$ cat src/rtl/bda_pkg.sv
// ----------------------------------------------------------------------------
// bda_pkg
// Shared widths, constants and types for the binary to decimal ASCII block.
// ----------------------------------------------------------------------------
package bda_pkg;

    localparam int VALUE_W     = 63;
    localparam int CHAR_W      = 6;
    localparam int COUNT_W     = 5;
    localparam int MAX_DIGITS  = 19;
    localparam int DIGIT_W     = 4;
    localparam int BCD_W       = MAX_DIGITS * DIGIT_W;
    localparam int BIT_CNT_W   = $clog2(VALUE_W);
    localparam int DIG_IDX_W   = (MAX_DIGITS > 1) ? $clog2(MAX_DIGITS) : 1;
    localparam int QUEUE_DEPTH = 2;
    localparam int QPTR_W      = $clog2(QUEUE_DEPTH);
    localparam int QCNT_W      = $clog2(QUEUE_DEPTH + 1);

    localparam logic [CHAR_W-1:0]    CHAR_ZERO = CHAR_W'(48);
    localparam logic [DIGIT_W-1:0]   ADJ_LIMIT = DIGIT_W'(5);
    localparam logic [DIGIT_W-1:0]   ADJ_ADD   = DIGIT_W'(3);
    localparam logic [BIT_CNT_W-1:0] LAST_BIT  = BIT_CNT_W'(VALUE_W - 1);

    typedef enum logic [1:0] {
        BK_IDLE,
        BK_CONV,
        BK_SCAN,
        BK_EMIT
    } back_state_t;

endpackage

$ cat src/rtl/bda_in_if.sv
// ----------------------------------------------------------------------------
// bda_in_if
// Valid/ready channel carrying one binary value per transaction.
// ----------------------------------------------------------------------------
interface bda_in_if import bda_pkg::*; ();

    logic               valid;
    logic               ready;
    logic [VALUE_W-1:0] value;

    modport source (output valid, output value, input ready);
    modport sink   (input valid, input value, output ready);

endinterface

$ cat src/rtl/bda_out_if.sv
// ----------------------------------------------------------------------------
// bda_out_if
// Valid/ready channel carrying one ASCII decimal digit per transaction.
// ----------------------------------------------------------------------------
interface bda_out_if import bda_pkg::*; ();

    logic               valid;
    logic               ready;
    logic [CHAR_W-1:0]  char_code;
    logic               last;
    logic [COUNT_W-1:0] digit_count;

    modport source (output valid, output char_code, output last, output digit_count,
                    input ready);
    modport sink   (input valid, input char_code, input last, input digit_count,
                    output ready);

endinterface

$ cat src/rtl/bda_queue.sv
// ----------------------------------------------------------------------------
// bda_queue
// Front end: accepts values and holds them in a short FIFO for the converter.
// ----------------------------------------------------------------------------
module bda_queue import bda_pkg::*;
(
    input  logic      clk,
    input  logic      rst_n,
    bda_in_if.sink    in_ch,
    bda_in_if.source  q_ch
);

    logic [VALUE_W-1:0] value_mem [QUEUE_DEPTH];
    logic [QPTR_W-1:0]  wr_ptr_reg, wr_ptr_next;
    logic [QPTR_W-1:0]  rd_ptr_reg, rd_ptr_next;
    logic [QCNT_W-1:0]  cnt_reg, cnt_next;
    logic               push;
    logic               pop;

    assign in_ch.ready = (cnt_reg != QCNT_W'(QUEUE_DEPTH));
    assign q_ch.valid  = (cnt_reg != '0);
    assign q_ch.value  = value_mem[rd_ptr_reg];

    assign push = in_ch.valid && in_ch.ready;
    assign pop  = q_ch.valid && q_ch.ready;

    always_comb
    begin
        wr_ptr_next = push ? wr_ptr_reg + QPTR_W'(1) : wr_ptr_reg;
        rd_ptr_next = pop  ? rd_ptr_reg + QPTR_W'(1) : rd_ptr_reg;
        cnt_next    = cnt_reg;
        if (push && !pop)
        begin
            cnt_next = cnt_reg + QCNT_W'(1);
        end
        else if (pop && !push)
        begin
            cnt_next = cnt_reg - QCNT_W'(1);
        end
    end

    always_ff @(posedge clk or negedge rst_n)
    begin
        if (!rst_n)
        begin
            wr_ptr_reg <= '0;
            rd_ptr_reg <= '0;
            cnt_reg    <= '0;
        end
        else
        begin
            wr_ptr_reg <= wr_ptr_next;
            rd_ptr_reg <= rd_ptr_next;
            cnt_reg    <= cnt_next;
        end
    end

    always_ff @(posedge clk)
    begin
        if (push)
        begin
            value_mem[wr_ptr_reg] <= in_ch.value;
        end
    end

endmodule

$ cat src/rtl/bda_back.sv
// ----------------------------------------------------------------------------
// bda_back
// Back end: bit-serial shift-and-add-3 conversion, digit count, then emits
// the digits most significant first through an output register.
// ----------------------------------------------------------------------------
module bda_back import bda_pkg::*;
(
    input  logic      clk,
    input  logic      rst_n,
    bda_in_if.sink    q_ch,
    bda_out_if.source out_ch
);

    back_state_t          state_reg, state_next;
    logic [VALUE_W-1:0]   bin_reg, bin_next;
    logic [BCD_W-1:0]     bcd_reg, bcd_next;
    logic [BIT_CNT_W-1:0] bit_cnt_reg, bit_cnt_next;
    logic [DIG_IDX_W-1:0] dig_idx_reg, dig_idx_next;
    logic [COUNT_W-1:0]   total_reg, total_next;
    logic                 out_valid_reg, out_valid_next;
    logic [CHAR_W-1:0]    out_char_reg, out_char_next;
    logic                 out_last_reg, out_last_next;
    logic [COUNT_W-1:0]   out_count_reg, out_count_next;
    logic [BCD_W-1:0]     bcd_adj;
    logic [DIGIT_W-1:0]   cur_digit;
    logic [COUNT_W-1:0]   scan_total;
    logic                 slot_free;

    function automatic logic [BCD_W-1:0] add3_all(input logic [BCD_W-1:0] bcd);
        logic [BCD_W-1:0] r;
        r = bcd;
        for (int i = 0; i < MAX_DIGITS; i++)
        begin
            if (bcd[i*DIGIT_W +: DIGIT_W] >= ADJ_LIMIT)
            begin
                r[i*DIGIT_W +: DIGIT_W] = bcd[i*DIGIT_W +: DIGIT_W] + ADJ_ADD;
            end
        end
        return r;
    endfunction

    function automatic logic [COUNT_W-1:0] digit_total(input logic [BCD_W-1:0] bcd);
        logic [COUNT_W-1:0] n;
        n = COUNT_W'(1);
        for (int i = 0; i < MAX_DIGITS; i++)
        begin
            if (bcd[i*DIGIT_W +: DIGIT_W] != '0)
            begin
                n = COUNT_W'(i + 1);
            end
        end
        return n;
    endfunction

    assign bcd_adj    = add3_all(bcd_reg);
    assign scan_total = digit_total(bcd_reg);
    assign cur_digit  = bcd_reg[{dig_idx_reg, 2'b00} +: DIGIT_W];
    assign slot_free  = !out_valid_reg || out_ch.ready;

    assign q_ch.ready         = (state_reg == BK_IDLE);
    assign out_ch.valid       = out_valid_reg;
    assign out_ch.char_code   = out_char_reg;
    assign out_ch.last        = out_last_reg;
    assign out_ch.digit_count = out_count_reg;

    always_comb
    begin
        state_next     = state_reg;
        bin_next       = bin_reg;
        bcd_next       = bcd_reg;
        bit_cnt_next   = bit_cnt_reg;
        dig_idx_next   = dig_idx_reg;
        total_next     = total_reg;
        out_valid_next = out_ch.ready ? 1'b0 : out_valid_reg;
        out_char_next  = out_char_reg;
        out_last_next  = out_last_reg;
        out_count_next = out_count_reg;

        unique case (state_reg)
            BK_IDLE:
            begin
                if (q_ch.valid)
                begin
                    bin_next     = q_ch.value;
                    bcd_next     = '0;
                    bit_cnt_next = '0;
                    state_next   = BK_CONV;
                end
            end
            BK_CONV:
            begin
                bcd_next     = {bcd_adj[BCD_W-2:0], bin_reg[VALUE_W-1]};
                bin_next     = {bin_reg[VALUE_W-2:0], 1'b0};
                bit_cnt_next = bit_cnt_reg + BIT_CNT_W'(1);
                if (bit_cnt_reg == LAST_BIT)
                begin
                    state_next = BK_SCAN;
                end
            end
            BK_SCAN:
            begin
                total_next   = scan_total;
                dig_idx_next = DIG_IDX_W'(scan_total - COUNT_W'(1));
                state_next   = BK_EMIT;
            end
            BK_EMIT:
            begin
                if (slot_free)
                begin
                    out_valid_next = 1'b1;
                    out_char_next  = CHAR_ZERO + CHAR_W'(cur_digit);
                    out_last_next  = (dig_idx_reg == '0);
                    out_count_next = (dig_idx_reg == '0) ? total_reg : '0;
                    if (dig_idx_reg == '0)
                    begin
                        state_next = BK_IDLE;
                    end
                    else
                    begin
                        dig_idx_next = dig_idx_reg - DIG_IDX_W'(1);
                    end
                end
            end
            default:
            begin
                state_next = BK_IDLE;
            end
        endcase
    end

    always_ff @(posedge clk or negedge rst_n)
    begin
        if (!rst_n)
        begin
            state_reg     <= BK_IDLE;
            out_valid_reg <= 1'b0;
        end
        else
        begin
            state_reg     <= state_next;
            out_valid_reg <= out_valid_next;
        end
    end

    always_ff @(posedge clk)
    begin
        bin_reg       <= bin_next;
        bcd_reg       <= bcd_next;
        bit_cnt_reg   <= bit_cnt_next;
        dig_idx_reg   <= dig_idx_next;
        total_reg     <= total_next;
        out_char_reg  <= out_char_next;
        out_last_reg  <= out_last_next;
        out_count_reg <= out_count_next;
    end

endmodule

$ cat src/rtl/binary_to_decimal_ascii.sv
// ----------------------------------------------------------------------------
// binary_to_decimal_ascii
// Converts a 63-bit unsigned integer into its decimal ASCII digits.
// ----------------------------------------------------------------------------
// in_ch:  one transaction per value (63 bits, unsigned).
// out_ch: one transaction per digit, most significant first, no leading
//         zeros; zero gives a single '0'. The final digit has last = 1 and
//         digit_count = number of digits (1..19); digit_count is 0 otherwise.
// Values enter a 2-entry queue, so in_ch keeps accepting while the
// converter works on an earlier value.
// Per value the converter loads it, runs one shift-and-add-3 step per
// input bit, counts the digits, then emits the digits one at a time. It
// takes the next value from the queue only after the last digit of the
// current one has gone into the output register.
// A stalled out_ch holds the current digit in the output register and the
// converter waits; once the queue is full in_ch.ready drops.
// Reset (rst_n low, asynchronous) empties the queue and the output register.
// ----------------------------------------------------------------------------
module binary_to_decimal_ascii import bda_pkg::*;
(
    input  logic      clk,
    input  logic      rst_n,
    bda_in_if.sink    in_ch,
    bda_out_if.source out_ch
);

    bda_in_if q_ch ();

    bda_queue u_queue
    (
        .clk   (clk),
        .rst_n (rst_n),
        .in_ch (in_ch),
        .q_ch  (q_ch.source)
    );

    bda_back u_back
    (
        .clk    (clk),
        .rst_n  (rst_n),
        .q_ch   (q_ch.sink),
        .out_ch (out_ch)
    );

endmodule

$ cat src/flat_wrapper.sv
// flat-port wrapper written by rule: the top's interface ports become plain ports
module binary_to_decimal_ascii_flat import bda_pkg::*;
  (clk, rst_n, in_ch_valid, in_ch_value, in_ch_ready, out_ch_valid, out_ch_char_code, out_ch_last, out_ch_digit_count, out_ch_ready);
  bda_in_if in_ch_i ();
  bda_out_if out_ch_i ();
  input  logic clk;
  input  logic rst_n;
  input wire logic [$bits(in_ch_i.valid)-1:0] in_ch_valid;
  input wire logic [$bits(in_ch_i.value)-1:0] in_ch_value;
  output wire logic [$bits(in_ch_i.ready)-1:0] in_ch_ready;
  output wire logic [$bits(out_ch_i.valid)-1:0] out_ch_valid;
  output wire logic [$bits(out_ch_i.char_code)-1:0] out_ch_char_code;
  output wire logic [$bits(out_ch_i.last)-1:0] out_ch_last;
  output wire logic [$bits(out_ch_i.digit_count)-1:0] out_ch_digit_count;
  input wire logic [$bits(out_ch_i.ready)-1:0] out_ch_ready;
  assign in_ch_i.valid = in_ch_valid;
  assign in_ch_i.value = in_ch_value;
  assign in_ch_ready = in_ch_i.ready;
  assign out_ch_valid = out_ch_i.valid;
  assign out_ch_char_code = out_ch_i.char_code;
  assign out_ch_last = out_ch_i.last;
  assign out_ch_digit_count = out_ch_i.digit_count;
  assign out_ch_i.ready = out_ch_ready;
  binary_to_decimal_ascii u_core (.clk(clk), .rst_n(rst_n), .in_ch(in_ch_i), .out_ch(out_ch_i));
endmodule
$ cat config.mk
export PLATFORM = sky130hd
export DESIGN_NAME = binary_to_decimal_ascii_flat
export DESIGN_NICKNAME = d
export VERILOG_FILES = /design/src/rtl/bda_pkg.sv /design/src/rtl/bda_in_if.sv /design/src/rtl/bda_out_if.sv /design/src/rtl/bda_queue.sv /design/src/rtl/bda_back.sv /design/src/rtl/binary_to_decimal_ascii.sv /design/src/flat_wrapper.sv
export SDC_FILE = /design/constraint.sdc
export NUM_CORES = 1
export LEC_CHECK = 0
export BUFFER_PORTS_ARGS = -buffer_cell sky130_fd_sc_hd__buf_2
export CAP_MARGIN = 15
export CORE_MARGIN = 2
export CORE_UTILIZATION = 40
export CTS_CLUSTER_SIZE = 8
export DETAILED_ROUTE_END_ITERATION = 10
export GPL_TIMING_DRIVEN = 0
export MAX_ROUTING_LAYER = met4
export PLACE_DENSITY = 0.65
export SETUP_SLACK_MARGIN = 0.02
export SYNTH_ARGS = -nofsm -noshare
export SYNTH_HDL_FRONTEND = slang
export SYNTH_SLANG_ARGS = --single-unit
$ cat constraint.sdc
create_clock -name clk -period 10.85 [get_ports clk]
set_input_delay 1.6275 -clock clk [delete_from_list [all_inputs] [get_ports clk]]
set_output_delay 1.6275 -clock clk [all_outputs]
set_load 0.01 [all_outputs]
== Word-level counts from Yosys, hierarchy flattened ==
Memories as Yosys holds them, arrays and structs flattened.
Cells that the tools add are included.
Word-level totals
  bits of input ports: 67
  memories: 1
  output and inout port bits: 14
  word-level logic and storage cells: 165
  bits in registers: 174
  bits in writable memories: 126
Cells by class
  $lt $le $gt $ge: 19
  equality and inequality tests: 10
  reductions and logical operators: 36
  add/sub/neg operators: 27
  mux-type cells: 58
  shift-type cells: 1
Memories
  u_core.u_queue.value_mem: depth 2, width 63, read ports 1, clocked after memory_dff 0, write ports 1, RTL line bda_queue.sv:13  | logic [VALUE_W-1:0] value_mem [QUEUE_DEPTH];
Operators by type and width (count)
  76-bit case mux with 2 select lines: 1
  63-bit case mux with 2 select lines: 1
  5-bit two-way mux: 19
  4-bit by 3-bit >= comparator with 1-bit output, second input constant: 19
  76-bit two-way mux: 1
  76-bit by 8-bit variable part select with 4-bit output: 1
  4-bit by 2-bit adder with 4-bit output, second input constant: 18
  4-bit two-way mux: 18
  4-bit nonzero test: 18
  63-bit two-way mux: 1
  2-bit two-way mux: 7
  2-bit != test, second input constant: 6
  6-bit case mux with 2 select lines: 1
  5-bit case mux with 2 select lines: 1
  5-bit by 1-bit subtractor with 5-bit output, second input constant: 2
  2-bit case mux with 4 select lines: 1
  2-bit nonzero test: 4
  5-bit by 5-bit adder with 6-bit output, first input constant: 1
  6-bit by 1-bit adder with 6-bit output, second input constant: 1
  6-bit == test, second input constant: 1
  6-bit two-way mux: 1
  5-bit zero test: 1
  1-bit two-way mux: 5
  2-bit == test, second input constant: 2
  other kinds (13): 20

== Logic depth before layout (Yosys ltp) ==
  depth after elaboration: 21
  gate-level depth with buffers: 11
  mapped depth without buffers: 11

== Hierarchy ==
From an unflattened synthesis, not the netlist that was laid out.
Second synthesis, totals
  cells, all modules: 967
  area total of the unflattened synthesis: 14482.6 µm²
By module, submodules not included
  bda_back: seq. area each 5029.8 µm², cells an instance 753, times used 1, area an instance 9442.8 µm²
  bda_queue: seq. area each 3883.7 µm², cells an instance 214, times used 1, area an instance 5039.8 µm²

== Worst setup path after synthesis ==
Ideal clock, no wire load.
  kind: register to register
  start point: reg u_core.u_back.state_reg[1]
  end point: reg u_core.u_back.bcd_reg[0] (enable)
  slack: 5.930 ns
  arrival time: 4.403 ns
  buffers on the path: 2
  stages on the path, launching flop included: 6
  period minus slack after synthesis: 4.920 ns
  required time: 10.333 ns
  setup time: 0.517 ns
  path through: dfrtp_1 > inv_1 > ha_1 > clkbuf_1 > clkbuf_1 > o21a_1
On the way
  cells in the longest elaborated chain, start to end: 3
  elaborated cells between the ends (all ways): 5
  those cells by class: 2 x eq/ne; 3 x reduce/logical
RTL lines
  start: declaration: RTL line bda_back.sv:14  | back_state_t state_reg, state_next;
  start signal: assignment: RTL line bda_back.sv:140  | state_reg <= state_next;
  2-bit by 1-bit == test with 1-bit output or 2-bit zero test (tied branches): RTL line bda_back.sv:79  | unique case (state_reg)
  2-bit nonzero test (no line) or 2-bit != test (tied branches)
  2-bit AND reduction (no line) *
  end signal: assignment: RTL line bda_back.sv:148  | bcd_reg <= bcd_next;
  end: declaration: RTL line bda_back.sv:16  | logic [BCD_W-1:0] bcd_reg, bcd_next;
Mark *: on every way between the ends. The rest lies on a longest branch, timed or not.
A chain may end at the register's enable or synchronous reset.

== Final worst setup path ==
  start point: reg u_core.u_back.state_reg[1]
  end point: reg u_core.u_back.bin_reg[16] (enable)
On the way
  cells in the longest elaborated chain, start to end: 3
  elaborated cells between the ends (all ways): 5
  those cells by class: 2 x eq/ne; 3 x reduce/logical
RTL lines
  2-bit by 1-bit == test with 1-bit output or 2-bit zero test (tied branches): RTL line bda_back.sv:79
  2-bit nonzero test (no line) or 2-bit != test (tied branches)
  2-bit AND reduction (no line) *
  end signal: assignment: RTL line bda_back.sv:147  | bin_reg <= bin_next;
  end: declaration: RTL line bda_back.sv:15  | logic [VALUE_W-1:0] bin_reg, bin_next;
Marked as above.

==> run_results.csv <==
group,metric,value,unit
pwr,ir_drop,180,µV
cts,htreeDepth,2,
timing,tightest_slew,0.886,ns
cts,cts_buffers,43,
hold_path,hp-start,"u_core.u_queue.cnt_reg[1]",
timing,slew_violations,0,
finish,instances_no_fill,1641,
grt,first_global_vias,8195,
finish,design_area,16300,µm²
flow_run,cap_violations,0,
cts,cts.path.max_buffers,3,
synthesis,yosysUniqueCellTypes,54,
drt,drtAntennaViolNets,0,
setup_path,rrSetupSlack,7.65,ns
synthesis,yosys-top-cells-area,"edfxtp_1, mux2i_1, ha_1",
grt,track_usage,15.3,%
pwr,leakage,5.99,nW
drt,finalWirelength,26400,µm
cts,hold_buffers,0,
drt,wire_per_inst,16.1,µm
die,initial_core_util,40.7,%
run_status,status,"finished, final reports clean",
synthesis,yosysWarnings,0,
synthesis,synth_top_area_share,62.2,%
placed_design,dp_hpwl,17700,µm
timing,rsz0062_at_grt,"no",
setup_path,reg2reg_depth,6,
cts,cts_root_buf,"clkbuf_16",
setup_path,worstPathMaxFanout,55,
synthesis,netlist_area,14100,µm²
synthesis,yosysTopAreaCell,"edfxtp_1",
cts,cts_tree,"built",
die,dieArea,36600,µm²
timing,max_freq,312,MHz
timing,hold_viol_final,0,
finish,fin_nets,1282,
grt,gr-total-overflow,0,
cts,clock_latency,0.54,ns
die,ios,81,
placed_design,pre_cts_ws,7.62,ns
timing,clock_skew,0.0184,ns
pwr,p_per_area,325,nW/µm²
finish,drive_gt1_share,15.5,%
timing,setup_viol_count_final,0,
timing,finalSetupTns,0,ns
synthesis,synth-async-reset-ratio,2.35,%
placed_design,gp_congestion,0.804,
finish,areaGrowthSynthToFinish,16.2,%
cts,postCtsSetupRepairBufs,0,
hold_path,min_to,"u_core.u_queue.cnt_reg[1]",
setup_path,start_kind,"flop",
timing,slew_headroom,40.9,%
synthesis,synth_most_common_cell,"edfxtp_1",
placed_design,placed_cells,1576,
synthesis,synth-edff-count,291,
synthesis,ys_seq_area_share,63.4,%
cts,clock-sinks,298,
setup_path,r2r_start,"u_core.u_back.state_reg[1]",
timing,hold_slack,0.513,ns
setup_path,end_kind,"flop",
synthesis,syn_inst,1038,
grt,grt_start_max_net_pins,64,
timing,period_share,29.5,%
grt,grt_first_pass_wirelength,42800,µm
finish,largest_register_ffs,126,
die,die_w,191,µm
finish,utilization,47.3,%
timing,setup_slack,7.65,ns
die,rows,68,
hold_path,whs_path_depth,1,
cts,cts_resized,0,
placed_design,place_area,15100,µm²
drt,drt_iter0_drc,507,
drt,remaining_drc_errors,0,
placed_design,place.port_buffers,78,
setup_path,r2r_end,"u_core.u_back.bin_reg[16]",
hold_path,hp-class,"flop to flop",
synthesis,synthTopCellsByCount,"edfxtp_1, nand2_1, o21ai_0, mux2i_1, inv_1",
setup_path,worstPathArrival,3.40,ns
drt,viasPerCell,5.00,
die,coreArea,34500,µm²
synthesis,synth_seq_cells,298,
synthesis,synth_ff_type,"edfxtp_1",
synthesis,syn_area_per_cell,13.5,µm²
setup_path,cp.required,11.05,ns
timing,finalCriticalPeriod,3.20,ns
setup_path,critPathKind,"flop to flop",
cts,cts.clk_slew.worst_paths,0.05,ns
pwr,p_total,5.31,mW
drt,first_pass_iters,4,
grt,antenna_found_initial,3,
drt,num_vias,8211,
die,die_h,191,µm
power breakdown:
part | total [mW] | leakage (nW) | switching [mW] | internal (mW)
Combinational | 1.86 | 2.54 | 1.10 | 0.765
Clock | 1.20 | 0.578 | 0.470 | 0.726
Sequential | 2.26 | 2.87 | 0.308 | 1.95
Total | 5.31 | 5.99 | 1.87 | 3.44
cell families after synthesis:
logic type | Yosys count | share of synthesized area [%]
other cells | 1 | 0.0267
compound gates | 170 | 7.15
mux | 91 | 8.30
simple gates | 292 | 11.2
xor+xnor | 48 | 2.99
buf+inv | 89 | 2.59
fa+ha+maj | 49 | 4.36
flops | 298 | 63.4
layer usage:
| layer | global-route usage, % | routed length [µm] | vias up |
|---|---|---|---|
| met3 | 3.45 | 1510 | 40 |
| met2 | 23.9 | 12300 | 169 |
| met5 | - | 0 | - |
| met4 | 4.14 | 510 | 0 |
| li1 | - | - | 4030 |
| met1 | 20.1 | 12200 | 3972 |
worst max-delay path: stages, from the launching register on:
cell      delay, ns
dfrtp_1        0.41
inv_1          0.10
ha_1           0.16
clkbuf_1       0.49
clkbuf_1       0.53
o21a_4         0.77
buf_16         0.34
worst max-delay path by stage:
stage,slack [ns],end,start
finish,7.65,u_core.u_back.bin_reg[16],u_core.u_back.state_reg[1]
global route,7.38,u_core.u_back.bin_reg[16],u_core.u_back.state_reg[1]
CTS,7.56,u_core.u_back.bin_reg[16],u_core.u_back.state_reg[1]
detailed placement,7.62,u_core.u_back.bin_reg[16],u_core.u_back.state_reg[1]
global placement,3.59,u_core.u_back.bin_reg[16],u_core.u_back.state_reg[1]
floorplan,5.93,u_core.u_back.bcd_reg[0],u_core.u_back.state_reg[1]
layout make-up:
class                           instances  area (µm²)
Timing Repair Buffer                   82         485
Tap cell                              455         569
Multi-Input combinational cell        652        4800
Buffer                                 38         173
Sequential cell                       298        8910
Clock inverter                          4        52.6
Inverter                               51         191
Fill cell                            3094       18200
Antenna cell                            4        10.0
Clock buffer                           57        1140
layout by cell type (no fill, tap or decap), types with 3 or more instances in the layout:
cell type  netlist  final
clkbuf_1        21     34
o22ai_1          4      4
buf_1            9      9
o211ai_1         3      3
clkbuf_16        0     43
buf_2            3     81
nor3b_1         26     26
or2b_1           3      3
inv_1           50     50
mux2i_1         70     70
dfrtp_1          7      7
xnor2_1         27     27
mux4_2          19     19
ha_1            49     49
nand2_1        130    130
diode_2          0      4
a21boi_0        21     21
edfxtp_1       291    291
nor3b_2          9      9
nand2b_1        21     21
xor2_1          21     21
and2_1          48     48
nand3_1          5      5
o21ai_0        102    102
nor2_1          32     31
a21oi_1         26     26
nor2b_1          4      4
buf_4            3      3
No activity file was read; power rests on OpenSTA's default activity.
